**src/rtl/core/lpt_pkg.sv**
```systemverilog
// types, constants and sequencer program for the patience-sorting tails unit
package lpt_pkg;

   localparam int MAX_LEN = 64;
   localparam int IDX_W   = (MAX_LEN > 2) ? $clog2(MAX_LEN) : 1;
   localparam int CNT_W   = $clog2(MAX_LEN + 1);
   localparam int RUN_W   = 7;

   typedef struct packed {
      logic signed [31:0] sample;
      logic               start_req;
   } req_type;

   typedef struct packed {
      logic [RUN_W-1:0] run_length;
      logic             overflow;
   } rsp_type;

   typedef enum logic [1:0] {
      STEP_ACCEPT,
      STEP_PROBE,
      STEP_COMPARE,
      STEP_COMMIT
   } step_type;

   typedef enum logic [1:0] {
      OP_ACCEPT,
      OP_PROBE,
      OP_COMPARE,
      OP_COMMIT
   } op_type;

   typedef enum logic [1:0] {
      COND_ALWAYS,
      COND_REQ,
      COND_DONE,
      COND_RSP_FREE
   } cond_type;

   typedef struct packed {
      op_type   op;
      cond_type cond;
      step_type jump_true;
      step_type jump_false;
   } ctrl_word_type;

   function automatic ctrl_word_type ctrl_rom(step_type step);
      ctrl_word_type cw;
      unique case (step)
         STEP_ACCEPT:  cw = '{OP_ACCEPT,  COND_REQ,      STEP_PROBE,  STEP_ACCEPT};
         STEP_PROBE:   cw = '{OP_PROBE,   COND_DONE,     STEP_COMMIT, STEP_COMPARE};
         STEP_COMPARE: cw = '{OP_COMPARE, COND_ALWAYS,   STEP_PROBE,  STEP_PROBE};
         STEP_COMMIT:  cw = '{OP_COMMIT,  COND_RSP_FREE, STEP_ACCEPT, STEP_COMMIT};
         default:      cw = '{OP_ACCEPT,  COND_REQ,      STEP_PROBE,  STEP_ACCEPT};
      endcase
      return cw;
   endfunction

endpackage

```
**src/rtl/core/lis_length_patience_tails_unit.sv**
```systemverilog
// longest strictly increasing subsequence length by patience sorting, microcoded top level
//
// Each item is handled in steps: one step accepts the item, then each binary-search probe of
// the tails memory (at most clog2(MAX_LEN+1) probes for a full store of 64) takes one step to
// read the tails memory through its output register and one to compare and narrow the range;
// a final check ends the search and one step writes the tail and loads the result register.
// A new item is taken while the previous result still waits in that register; the commit
// step holds only if that register is still occupied. start_req empties the store by
// clearing the count, so there is no clearing pass after reset.
module lis_length_patience_tails_unit (
   input  logic             clock,
   input  logic             reset,
   input  logic             req_valid,
   output logic             req_ready,
   input  lpt_pkg::req_type req_data,
   output logic             rsp_valid,
   input  logic             rsp_ready,
   output lpt_pkg::rsp_type rsp_data
);

   logic signed [31:0]          tails_mem [lpt_pkg::MAX_LEN];
   logic signed [31:0]          rd_ff;
   logic signed [31:0]          sample_ff, sample_in;
   logic [lpt_pkg::CNT_W-1:0]   lo_ff, lo_in;
   logic [lpt_pkg::CNT_W-1:0]   hi_ff, hi_in;
   logic [lpt_pkg::CNT_W-1:0]   count_ff, count_in;
   logic [lpt_pkg::CNT_W-1:0]   mid;
   logic [lpt_pkg::CNT_W-1:0]   mid_ff, mid_in;
   logic                        overflowed_ff, overflowed_in;
   logic                        rsp_valid_ff, rsp_valid_in;
   lpt_pkg::rsp_type            rsp_ff, rsp_in;
   lpt_pkg::step_type           step_ff, step_in;
   lpt_pkg::ctrl_word_type      cw;
   logic                        cond_true;
   logic                        rsp_free;
   logic                        wr_en;
   logic                        drop;

   assign mid       = lo_ff + ((hi_ff - lo_ff) >> 1);
   assign rsp_free  = !rsp_valid_ff || rsp_ready;
   assign req_ready = (cw.op == lpt_pkg::OP_ACCEPT);
   assign rsp_valid = rsp_valid_ff;
   assign rsp_data  = rsp_ff;

   always_ff @(posedge clock) begin
      if (reset) begin
         step_ff       <= lpt_pkg::STEP_ACCEPT;
         count_ff      <= '0;
         overflowed_ff <= 1'b0;
         rsp_valid_ff  <= 1'b0;
      end else begin
         step_ff       <= step_in;
         count_ff      <= count_in;
         overflowed_ff <= overflowed_in;
         rsp_valid_ff  <= rsp_valid_in;
      end
      sample_ff <= sample_in;
      lo_ff     <= lo_in;
      hi_ff     <= hi_in;
      mid_ff    <= mid_in;
      rsp_ff    <= rsp_in;
   end

   // tails memory: one write port, one registered read port
   always_ff @(posedge clock) begin
      if (wr_en) begin
         tails_mem[lo_ff[lpt_pkg::IDX_W-1:0]] <= sample_ff;
      end
      rd_ff <= tails_mem[mid[lpt_pkg::IDX_W-1:0]];
   end

   always_comb begin
      cw            = lpt_pkg::ctrl_rom(step_ff);
      sample_in     = sample_ff;
      lo_in         = lo_ff;
      hi_in         = hi_ff;
      mid_in        = mid_ff;
      count_in      = count_ff;
      overflowed_in = overflowed_ff;
      rsp_in        = rsp_ff;
      rsp_valid_in  = rsp_valid_ff && !rsp_ready;
      wr_en         = 1'b0;
      drop          = 1'b0;

      unique case (cw.cond)
         lpt_pkg::COND_ALWAYS:   cond_true = 1'b1;
         lpt_pkg::COND_REQ:      cond_true = req_valid;
         lpt_pkg::COND_DONE:     cond_true = (lo_ff >= hi_ff);
         lpt_pkg::COND_RSP_FREE: cond_true = rsp_free;
         default:                cond_true = 1'b0;
      endcase

      step_in = cond_true ? cw.jump_true : cw.jump_false;

      unique case (cw.op)
         lpt_pkg::OP_ACCEPT: begin
            if (cond_true) begin
               sample_in = req_data.sample;
               lo_in     = '0;
               if (req_data.start_req) begin
                  count_in      = '0;
                  overflowed_in = 1'b0;
                  hi_in         = '0;
               end else begin
                  hi_in = count_ff;
               end
            end
         end
         lpt_pkg::OP_PROBE: begin
            mid_in = mid;
         end
         lpt_pkg::OP_COMPARE: begin
            if (rd_ff < sample_ff) begin
               lo_in = mid_ff + 1'b1;
            end else begin
               hi_in = mid_ff;
            end
         end
         lpt_pkg::OP_COMMIT: begin
            if (cond_true) begin
               if (lo_ff < count_ff) begin
                  wr_en = 1'b1;
               end else if (count_ff < lpt_pkg::CNT_W'(lpt_pkg::MAX_LEN)) begin
                  wr_en    = 1'b1;
                  count_in = count_ff + 1'b1;
               end else begin
                  drop          = 1'b1;
                  overflowed_in = 1'b1;
               end
               rsp_in.run_length = lpt_pkg::RUN_W'(count_in);
               rsp_in.overflow   = drop;
               rsp_valid_in      = 1'b1;
            end
         end
         default: begin
         end
      endcase
   end

   a_count_bound: assert property (@(posedge clock) disable iff (reset)
      count_ff <= lpt_pkg::CNT_W'(lpt_pkg::MAX_LEN))
      else $error("tail count beyond capacity");

   a_range_order: assert property (@(posedge clock) disable iff (reset)
      (step_ff == lpt_pkg::STEP_PROBE || step_ff == lpt_pkg::STEP_COMPARE) |-> lo_ff <= hi_ff)
      else $error("search range inverted");

   a_drop_full: assert property (@(posedge clock) disable iff (reset)
      drop |-> count_ff == lpt_pkg::CNT_W'(lpt_pkg::MAX_LEN))
      else $error("item dropped while store not full");

   a_start_clears: assert property (@(posedge clock) disable iff (reset)
      (req_valid && req_ready && req_data.start_req) |=> count_ff == '0)
      else $error("start item did not empty the store");

   a_result_on_commit: assert property (@(posedge clock) disable iff (reset)
      (step_ff == lpt_pkg::STEP_COMMIT && rsp_free) |=> rsp_valid_ff)
      else $error("commit did not load a result");

endmodule

```
**config.mk**
```make
export PLATFORM = sky130hd
export DESIGN_NAME = lis_length_patience_tails_unit
export DESIGN_NICKNAME = d
export VERILOG_FILES = /design/src/rtl/core/lpt_pkg.sv /design/src/rtl/core/lis_length_patience_tails_unit.sv
export SDC_FILE = /design/constraint.sdc
export NUM_CORES = 2
export LEC_CHECK = 0
export BUFFER_PORTS_ARGS = -buffer_cell sky130_fd_sc_hd__buf_4
export CORE_ASPECT_RATIO = 1.4
export CORE_UTILIZATION = 59
export CTS_BUF_LIST = sky130_fd_sc_hd__clkbuf_2
export CTS_CLUSTER_SIZE = 40
export DETAILED_ROUTE_END_ITERATION = 10
export GPL_ROUTABILITY_DRIVEN = 0
export PLACE_DENSITY = 0.78
export SETUP_SLACK_MARGIN = 0.3
export SLEW_MARGIN = 20
export SYNTH_ARGS = -nofsm -noshare
export SYNTH_HDL_FRONTEND = slang
export SYNTH_SLANG_ARGS = --single-unit
```
**constraint.sdc**
```tcl
create_clock -name clock -period 3.8 [get_ports clock]
set_input_delay 0.95 -clock clock [delete_from_list [all_inputs] [get_ports clock]]
set_output_delay 0.95 -clock clock [all_outputs]
set_load 0.02 [all_outputs]
```
==> summary.txt <==
Layout Nets - 4,852
Share of Yosys cell area claimed by the top area cell type - 76.0%
Worst slew pin tran - 1.24 ns
Port bufs - 46
Syn. warnings - 0
PwrDens - 902 nW/um2
Worst-path cell chain - inv_1 > ha_2 > inv_2 > fa_2 > ha_4 > inv_2 > fa_4 > buf_12 > clkbuf_16 > buf_16 > mux4_2 > mux4_2 > o21ai_4 > nand4_1
Fin cells - 6,934
CP Data Required Time - 5.45 ns
TritonCTS clock tree - yes
Adder-cell share of the synthesized area - 0.829%
GRT Overall Usage - 32.2%
Commonest non-fill, non-tap cell in the layout - edfxtp_1
CP startpoint kind - flop
Total routed wirelength - 231 mm
Initial antenna violation count - 12
Die Wd - 320 um
Max_cap viols - 0
Mapped Area - 83,300 um2
Area Growth Syn to Fin - 16.6%
Min-delay worst type - in -> reg
Top post-synthesis cells by area - edfxtp_1, mux4_2, nand2_1, dfxtp_1, ha_1
Hpwl dp - 133 mm
Vias in the first global route - 46,700
Crit-path max FO - 18
Slew Limit Fails - 0
Peak supply drop - 994 uV
Final core area utilization - 69.6%
Maximum clock rate - 236 MHz
Syn Inst Count - 3,884
Tot Pwr - 87,600 uW
Post-synthesis sequential area ratio - 77.0%
Largest net degree at the start of global routing - 65
GRT overflow - 0
Finish-stage setup viols - 32
Root Driver - clkbuf_2
Post-synthesis mux area share - 15.6%
Worst setup path category - reg -> reg
# fillers - 8,001
Most frequent cells in the layout - edfxtp_1, clkbuf_2, mux4_2
DRC - 0
DP Cell Count - 5,948
Synth Area in XOR/XNOR - 0.210%
Initial Util - 59.7%
Status - finished with violations
EDFF count, synth - 2,109
Distinct cells, synth - 54
Yosys top cell by area - edfxtp_1
Leakage dissipation - 0.0325 uW
Worst skew pair latency - 1.91 ns
First-pass GRT wire length - 320 mm
Post-Synth Simple-Gate Area - 3.37%
Clk buf depth - 4
Max-slew headroom - 17.0%
Setup WS post-layout - -0.441 ns
DR vias/cell - 6.67
Slowest stage delay, CP - 0.79 ns
Crit path max-delay family - adder cells
Minimum clock period - 4.24 ns
CP endpoint kind - flop
Hold Slack - 0.325 ns
Crit path arrival time - 5.89 ns
DIE AREA - 143,000 um2
Clock sink count - 2,151
Inserted Clock Buffers - 467
Synth Net Count - 3,975
Via count - 46,300
Final Hold Vio Count - 0
Die extent in y - 447 um
Drt first pass iters - 8
IO Pins - 47
Post-route ant nets - 0
Share of cells above drive strength 1 - 38.7%
CP max-delay cell - fa_4
Most common flop cell mapped by yosys - edfxtp_1
Initial DRC count - 6,891
Standard-cell rows - 162
Clock Skews - 0.183 ns
Avg Synthesized Cell Area - 21.5 um2
Final period utilization - 112%
Synthesized flop and latch total - 2,151
Routed WL per cell - 33.3 um
Unrepaired setup endpoints after global routing - true
Synth Area in Compound Gates - 1.51%
Worst-path clk slew - 0.12 ns
Failing checks - setup timing
Synth async-reset ratio - 0%
CTS HTree Levels - 5
Core footprint - 140,000 um2
Largest family of logic cells by synthesized area - multiplexers
CP Buf/Inv Count - 6
-- layer usage --
metal  global-route usage (%)  part of all wire, %  wire length, um
met3                     8.21                   12            27200
met2                     52.3                   50           115000
met4                     20.0                  6.7            15600
met1                     38.9                   32            73700
met5                        0                0.025               57
-- synthesized netlist by cell type (all sizes together) (2+ instances only) --
library cell     n
nand4          101
inv             56
a21o             7
clkbuf          93
or3              2
a31oi            2
o41ai            2
and3             7
xor2             6
nor3b            2
xnor2           14
dfxtp           42
o31ai            8
ha              52
a21oi           22
edfxtp        2109
nor3            12
nand3b           2
and2             7
buf            112
o211ai          76
nand2          351
o21ai           47
nor2b            5
o21a             3
nand2b           8
nand3           47
a221o            3
o21bai           2
a211oi           4
fa               2
nor2            88
mux4           576
-- worst min-delay path: stages --
cell	delay, ns
dlygate4sd3_1	0.53
buf_4	0.10
dlygate4sd3_1	0.53
-- sequential cells by signal (all words and copies together) (netlist names) --
name,flops
step_ff,2
rsp_data,8
sample_ff,32
count_ff,7
rsp_valid,1
rd_ff,32
hi_ff,7
mid_ff,7
tails_mem,2048
lo_ff,7
-- through the flow --
| stage | worst slack (ns) | cell area [um2] | setup TNS (ns) |
|---|---|---|---|
| floorplan | 0.0693 | 83500 | 0 |
| global placement | -0.768 | 90400 | -14.74 |
| detailed placement | -0.747 | 90400 | -13.81 |
| CTS | -0.357 | 96400 | -9.39 |
| global route | -0.502 | 97100 | -13.75 |
| finish | -0.441 | 97100 | -11.52 |
-- timing repair --
item	CTS	global route
gates cloned	12	14
buffers inserted	25	24
hold endpoints to repair	103	0
setup endpoints to repair	41	39
hold buffers	73	0
pin swaps	23	30
resized for setup	112	62
-- logic make-up (layout without fill, tap and decap cells) --
logic type                 count (synthesis)  in the layout
xor gates and xnor gates                  20             20
muxes                                    577            577
and+or+nand+nor                          635            635
AOI/OAI and AO/OA                        186            186
buffers and inverters                    261           1500
DFF                                     2151           2151
other                                      0              7
adders and majority gates                 54             54
-- report_power, final --
group          internal (uW)  switching (uW)
registers              26700             339
clock network           5120            8730
logic                  21300           25400
total                  53200           34400
-- cell type report --
class / count / area [um2] / share of cell area [%]
clock inverters: 139 / 666 / 0.685
inverters: 56 / 218 / 0.224
repair buffers: 613 / 7510 / 7.73
flip-flops and latches: 2151 / 64200 / 66.1
multi-input cells: 1472 / 18800 / 19.4
diodes: 7 / 17.5 / 0.0180
well taps: 1804 / 2260 / 2.32
clock buffers: 692 / 3460 / 3.57
-- worst paths after layout --
kind,slack (ns),startpoint,end,depth (start not counted)
max reg2reg,-0.44,hi_ff[0]$_DFFE_PP_,rd_ff[18]$_DFF_P_,14
min,0.33,req_data[28],sample_ff[27]$_DFFE_PP_,3
min reg2reg,0.56,count_ff[3]$_SDFFE_PP0P_,count_ff[3]$_SDFFE_PP0P_,2
max,-0.44,hi_ff[0]$_DFFE_PP_,rd_ff[18]$_DFF_P_,14
(Power assumes the default switching activity.)
